File: config.mk
export PLATFORM = sky130hd
export DESIGN_NAME = string_escape_decoder_utf8_core
export DESIGN_NICKNAME = d
export VERILOG_FILES = /design/src/sed_pkg.sv /design/src/string_escape_decoder_utf8_core.sv
export SDC_FILE = /design/constraint.sdc
export NUM_CORES = 1
export LEC_CHECK = 0
export BUFFER_PORTS_ARGS = -buffer_cell sky130_fd_sc_hd__buf_2
export CORE_UTILIZATION = 65
export CTS_CLUSTER_DIAMETER = 80
export DETAILED_ROUTE_END_ITERATION = 10
export PLACE_DENSITY_LB_ADDON = 0.08
export SYNTH_ARGS = -nofsm -noshare
export SYNTH_HDL_FRONTEND = slang
export SYNTH_SLANG_ARGS = --single-unit
File: constraint.sdc
create_clock -name clock -period 8.7 [get_ports clock]
set_input_delay 1.74 -clock clock [delete_from_list [all_inputs] [get_ports clock]]
set_output_delay 1.74 -clock clock [all_outputs]
set_load 0.01 [all_outputs]
File: src/sed_pkg.sv
// Shared constants for the string escape decoder: phase codes, error codes
// and the escape characters it recognizes. No dependencies.
package sed_pkg;

   localparam logic [2:0] PHASE_NORMAL = 3'd0;
   localparam logic [2:0] PHASE_ESCAPE = 3'd1;
   localparam logic [2:0] PHASE_HEX    = 3'd2;
   localparam logic [2:0] PHASE_DROP   = 3'd3;

   localparam logic [2:0] ERR_OK      = 3'd0;
   localparam logic [2:0] ERR_END_ESC = 3'd1;
   localparam logic [2:0] ERR_END_HEX = 3'd2;
   localparam logic [2:0] ERR_BAD_HEX = 3'd3;
   localparam logic [2:0] ERR_UNKNOWN = 3'd4;

   localparam logic [7:0] CHAR_BACKSLASH = 8'h5C;
   localparam logic [7:0] CHAR_QUOTE     = 8'h22;
   localparam logic [7:0] CHAR_N         = 8'h6E;
   localparam logic [7:0] CHAR_R         = 8'h72;
   localparam logic [7:0] CHAR_T         = 8'h74;
   localparam logic [7:0] CHAR_X         = 8'h78;
   localparam logic [7:0] CHAR_U         = 8'h75;

   localparam logic [7:0] BYTE_LF  = 8'h0A;
   localparam logic [7:0] BYTE_CR  = 8'h0D;
   localparam logic [7:0] BYTE_TAB = 8'h09;

   localparam logic [2:0] DIGITS_X = 3'd2;
   localparam logic [2:0] DIGITS_U = 3'd4;

endpackage

File: src/string_escape_decoder_utf8_core.sv
// String escape decoder with UTF-8 output: top level.
// Depends on sed_pkg for phase codes, error codes and escape characters.
//
// The block takes one byte of a string literal body per transfer and gives
// its unescaped bytes, one per transfer on the result side. Each input byte
// is decoded in the cycle it is accepted and its results (one to three bytes,
// or none) are loaded into a three-entry result buffer. With bytes that yield
// one result or none, the input runs at one byte per cycle while the result
// side keeps up; a hex escape that yields a two- or three-byte UTF-8 run
// holds the input while the buffer drains. The next byte is accepted in the
// same cycle that the last buffered result is taken. An error gives one
// result with a zero byte and the error code, and the rest of that string is
// dropped.
module string_escape_decoder_utf8_core
   import sed_pkg::*;
(
   input  logic       clock,
   input  logic       reset,
   input  logic       req_valid,
   output logic       req_ready,
   input  logic [7:0] req_in_byte,
   input  logic       req_in_last,
   output logic       rsp_valid,
   input  logic       rsp_ready,
   output logic [7:0] rsp_out_byte,
   output logic       rsp_run_last,
   output logic [2:0] rsp_error_code
);

   logic [2:0]  phase_ff, phase_in;
   logic [2:0]  left_ff, left_in;
   logic [15:0] acc_ff, acc_in;
   logic [1:0]  cnt_ff, cnt_in;
   logic [7:0]  data_ff [3];
   logic [7:0]  data_in [3];
   logic [2:0]  err_ff, err_in;

   logic        req_xfer, rsp_xfer;
   logic [1:0]  n_res;
   logic [7:0]  res_byte [3];
   logic [2:0]  res_err;
   logic [3:0]  hex_val;
   logic        hex_ok;
   logic [15:0] acc_shift;
   logic [2:0]  left_dec;

   assign rsp_valid      = (cnt_ff != 2'd0);
   assign rsp_out_byte   = data_ff[0];
   assign rsp_run_last   = (cnt_ff == 2'd1);
   assign rsp_error_code = err_ff;
   assign rsp_xfer       = rsp_valid && rsp_ready;
   assign req_ready      = (cnt_ff == 2'd0) || ((cnt_ff == 2'd1) && rsp_ready);
   assign req_xfer       = req_valid && req_ready;

   always_comb begin
      hex_ok  = 1'b1;
      hex_val = 4'd0;
      if (req_in_byte >= 8'h30 && req_in_byte <= 8'h39) begin
         hex_val = req_in_byte[3:0];
      end else if ((req_in_byte >= 8'h61 && req_in_byte <= 8'h66) ||
                   (req_in_byte >= 8'h41 && req_in_byte <= 8'h46)) begin
         hex_val = req_in_byte[3:0] + 4'd9;
      end else begin
         hex_ok = 1'b0;
      end
   end

   assign acc_shift = {acc_ff[11:0], hex_val};
   assign left_dec  = left_ff - 3'd1;

   always_comb begin
      phase_in    = phase_ff;
      left_in     = left_ff;
      acc_in      = acc_ff;
      n_res       = 2'd0;
      res_err     = ERR_OK;
      res_byte[0] = req_in_byte;
      res_byte[1] = 8'h00;
      res_byte[2] = 8'h00;
      unique case (phase_ff)
         PHASE_ESCAPE: begin
            n_res    = 2'd1;
            phase_in = PHASE_NORMAL;
            case (req_in_byte)
               CHAR_N:         res_byte[0] = BYTE_LF;
               CHAR_R:         res_byte[0] = BYTE_CR;
               CHAR_T:         res_byte[0] = BYTE_TAB;
               CHAR_BACKSLASH: res_byte[0] = CHAR_BACKSLASH;
               CHAR_QUOTE:     res_byte[0] = CHAR_QUOTE;
               CHAR_X, CHAR_U: begin
                  res_byte[0] = 8'h00;
                  acc_in      = 16'h0000;
                  if (req_in_last) begin
                     res_err = ERR_END_HEX;
                  end else begin
                     n_res    = 2'd0;
                     phase_in = PHASE_HEX;
                     left_in  = (req_in_byte == CHAR_X) ? DIGITS_X : DIGITS_U;
                  end
               end
               default: begin
                  res_byte[0] = 8'h00;
                  res_err     = ERR_UNKNOWN;
                  phase_in    = PHASE_DROP;
                  left_in     = 3'd0;
                  acc_in      = 16'h0000;
               end
            endcase
         end
         PHASE_HEX: begin
            if (!hex_ok) begin
               n_res       = 2'd1;
               res_byte[0] = 8'h00;
               res_err     = ERR_BAD_HEX;
               phase_in    = PHASE_DROP;
               left_in     = 3'd0;
               acc_in      = 16'h0000;
            end else if (left_dec == 3'd0) begin
               phase_in = PHASE_NORMAL;
               left_in  = 3'd0;
               acc_in   = 16'h0000;
               if (acc_shift < 16'h0080) begin
                  n_res       = 2'd1;
                  res_byte[0] = acc_shift[7:0];
               end else if (acc_shift < 16'h0800) begin
                  n_res       = 2'd2;
                  res_byte[0] = {3'b110, acc_shift[10:6]};
                  res_byte[1] = {2'b10, acc_shift[5:0]};
               end else begin
                  n_res       = 2'd3;
                  res_byte[0] = {4'b1110, acc_shift[15:12]};
                  res_byte[1] = {2'b10, acc_shift[11:6]};
                  res_byte[2] = {2'b10, acc_shift[5:0]};
               end
            end else begin
               left_in = left_dec;
               acc_in  = acc_shift;
               if (req_in_last) begin
                  n_res       = 2'd1;
                  res_byte[0] = 8'h00;
                  res_err     = ERR_END_HEX;
               end
            end
         end
         PHASE_DROP: begin
            n_res = 2'd0;
         end
         default: begin
            if (req_in_byte == CHAR_BACKSLASH) begin
               if (req_in_last) begin
                  n_res       = 2'd1;
                  res_byte[0] = 8'h00;
                  res_err     = ERR_END_ESC;
               end else begin
                  phase_in = PHASE_ESCAPE;
               end
            end else begin
               n_res    = 2'd1;
               phase_in = PHASE_NORMAL;
            end
         end
      endcase
      if (req_in_last) begin
         phase_in = PHASE_NORMAL;
         left_in  = 3'd0;
         acc_in   = 16'h0000;
      end
   end

   always_comb begin
      cnt_in     = cnt_ff;
      data_in[0] = data_ff[0];
      data_in[1] = data_ff[1];
      data_in[2] = data_ff[2];
      err_in     = err_ff;
      if (rsp_xfer) begin
         cnt_in     = cnt_ff - 2'd1;
         data_in[0] = data_ff[1];
         data_in[1] = data_ff[2];
      end
      if (req_xfer && n_res != 2'd0) begin
         cnt_in     = n_res;
         data_in[0] = res_byte[0];
         data_in[1] = res_byte[1];
         data_in[2] = res_byte[2];
         err_in     = res_err;
      end
   end

   always_ff @(posedge clock) begin
      if (reset) begin
         phase_ff <= PHASE_NORMAL;
         left_ff  <= 3'd0;
         acc_ff   <= 16'h0000;
         cnt_ff   <= 2'd0;
         err_ff   <= ERR_OK;
      end else begin
         if (req_xfer) begin
            phase_ff <= phase_in;
            left_ff  <= left_in;
            acc_ff   <= acc_in;
         end
         cnt_ff <= cnt_in;
         err_ff <= err_in;
      end
   end

   always_ff @(posedge clock) begin
      data_ff[0] <= data_in[0];
      data_ff[1] <= data_in[1];
      data_ff[2] <= data_in[2];
   end

endmodule

==> metrics.cfg <==
[run_status]
outcome=completed

[worst_setup_path]
startpoint_type=primary input
ff2ff_path_depth=8
r2r_slack_ns=5.11
worstPathArrival_ns=5.03
critical_path_class=primary input to flip-flop
worstPathRequired_ns=8.58
crit_slowest_cell=nor2_1
r2r-start=left_ff[0]$_SDFFE_PP0P_
cp_top_family=simple AND/OR/NAND/NOR gates
cpPeakStageDelay_ns=0.85
crit_path_start=req_in_byte[3]
path_buf_inv=1
path_cells=buf_2, or4b_4, a311oi_4, nand3b_1, a31oi_1, nor2_1, nand2_1
end_kind=flip-flop
critPathMaxFanout=15
regToRegEndpoint=data_ff[0][12]$_DFFE_PP_

[drt]
drt_iter0_drc=426
wl_per_cell_um=18.7
drt_first_pass_iters=5
ant_nets=0
vias_per_cell=6.93
num_vias=2833
drcViolationCount=0
routed_wl_um=7650

[worst_hold_path]
hp-start=rsp_error_code[2]$_SDFFE_PP0P_
hold_path_depth=2
min_path_type=flip-flop to flip-flop
holdPathEnd=rsp_error_code[2]$_SDFFE_PP0P_

[placement]
dpl.hpwl_um=5580
gp_congestion=1.01
numPortBuffers=26
place_ws_ns=3.29

[finish]
final_common_cell=a21oi_1
layout.nets=381
final_cell_mix=35 x a21oi_1, 28 x nand3_1, 26 x nand2_1, 26 x buf_2
diodes=0
syn2layout_area_growth_pct=4.74
fin_util_pct=72.1
drive_gt1_share_pct=13.2

[sta]
hold_slack_ns=0.468
fin_crit_sh_pct=59.3
worst_pin_slew_ns=1.04
fin_worst_skew_ns=0.00588
min_period_ns=5.16
fin_ws_ns=3.54
relSlewSlack_pct=30.1
setup_violations=0
tns_ns=0
finalHoldViolCount=0
slew_violations=0
fmax_mhz=194
rsz0062_at_grt=false

[cts]
cts_root_buf=clkbuf_8
path_clk_slew_ns=0.08
h-tree-depth=2
cts_buffers=5
cts_resized=0
post_cts_buffers=0
clkSinkCount=44
cts_tree=yes
cts_hold_buf=0
insertion_delay_ns=0.30
clk_path_buf_depth=2

[synth]
synth-seq-cells=44
seq_area_frac_synth_pct=36.3
synth-compound-area-share_pct=25.4
synth_top_family_by_area=compound AO/OA/AOI/OAI gates
synth-adder-area-share_pct=4.94
synth-main-ff-cell=edfxtp_1
syn_inst=353
yosys.area_share.simple_pct=23.5
synth.area.top_cells=edfxtp_1 22%, dfxtp_1 15%, a21oi_1 5.8%
yosysUniqueCellTypes=64
async_flop_share_pct=0
synth-xor-area-share_pct=1.15
synthMuxAreaShare_pct=1.77
synth_area_um2=3040
syn_area_per_cell_um2=8.60
yosysTopAreaCell=edfxtp_1
synth-edff-count=22
yosysTopAreaCellShare_pct=21.8
syn_nets=378
yosysWarnings=0

[floorplanning]
die-area_um2=4950
rows=24
io_pins=27
start_util_pct=68.8
die_w_um=70.4
die_y_um=70.4
coreArea_um2=4410

[grt]
grt_pass1_wl_um=12500
grt_overflow=0
grt_pass1_vias=2562
antenna_found_initial=0
grtUsageTotal_pct=32.2
grt_max_degree=30

[run]
max-cap-violations=0

[power_and_ir_drop]
ir_drop_uv=101
leakage_nw=1.14
power_density_nw_per_um2=146
power.total_uw=464

[worst register-to-register path, stage by stage, from the launching register on]
cell and delay [ns]:
dfxtp_1 0.36, inv_1 0.07, ha_1 0.20, xnor2_1 0.17, and3_1 0.25, a221oi_1 0.36
a31oi_1 0.25, nor2_1 0.85, nand2_1 0.67
[Yosys cell counts, drive strengths merged, types with 4 or more instances]
| cell type | number |
|---|---|
| a21o | 5 |
| a21oi | 36 |
| a22oi | 5 |
| a31oi | 5 |
| buf | 12 |
| clkbuf | 19 |
| dfxtp | 22 |
| edfxtp | 22 |
| ha | 12 |
| inv | 16 |
| nand2 | 26 |
| nand2b | 16 |
| nand3 | 28 |
| nand3b | 7 |
| nor2 | 18 |
| nor3 | 7 |
| o21ai | 16 |
| o31ai | 8 |
| or4 | 4 |
| xnor2 | 4 |
[layout make-up]
class	count	area, um2
Multi-Input combinational cell	262	1730
Fill cell	352	1230
Tap cell	52	65.1
Sequential cell	44	1100
Timing Repair Buffer	27	138
Inverter	16	60.1
Clock inverter	2	12.5
Clock buffer	6	72.6
[registers in the layout (all words and copies together), names as in the netlist]
register        count
data_ff            22
left_ff             3
acc_ff             12
phase_ff            2
rsp_error_code      3
cnt_ff              2
[cell families (layout without fill, tap and decap cells)]
family          Yosys count  in the layout
compound gates          112            112
xor+xnor                  4              4
fa+ha+maj                12             12
buf+inv                  47             51
flops                    44             44
mux                       5              5
simple gates            129            129
[report_power, final]
group          leakage, nW  switching [mW]  internal (mW)  total, mW
registers            0.397         0.00520          0.242      0.247
logic                0.704          0.0572         0.0338     0.0910
clock network       0.0412          0.0706         0.0562      0.127
[how the worst max path moves through the flow]
| stage | end | slack (ns) | depth (start not counted) |
|---|---|---|---|
| finish | data_ff[0][12]$_DFFE_PP_ | 3.54 | 7 |
| CTS | data_ff[0][8]$_DFFE_PP_ | 3.61 | 9 |
| global placement | data_ff[0][3]$_DFFE_PP_ | 3.42 | 7 |
| global route | data_ff[0][8]$_DFFE_PP_ | 3.24 | 9 |
| floorplan | data_ff[0][0]$_DFFE_PP_ | 4.41 | 7 |
| detailed placement | data_ff[0][6]$_SDFFCE_PN0P_ | 3.29 | 9 |
[per-stage QoR]
stage / cells / cell area [um2]
floorplan: 353 / 3040
global placement: 401 / 3100
detailed placement: 401 / 3100
CTS: 409 / 3180
global route: 409 / 3180
finish: 409 / 3180
[per-layer routing]
layer / track usage, % / share of wire, %
met1: 45.7 / 43
met2: 47.1 / 43
met3: 6.06 / 8.7
met4: 15.3 / 4.7
met5: 0 / 0
Power figures use the tool's default switching activity.
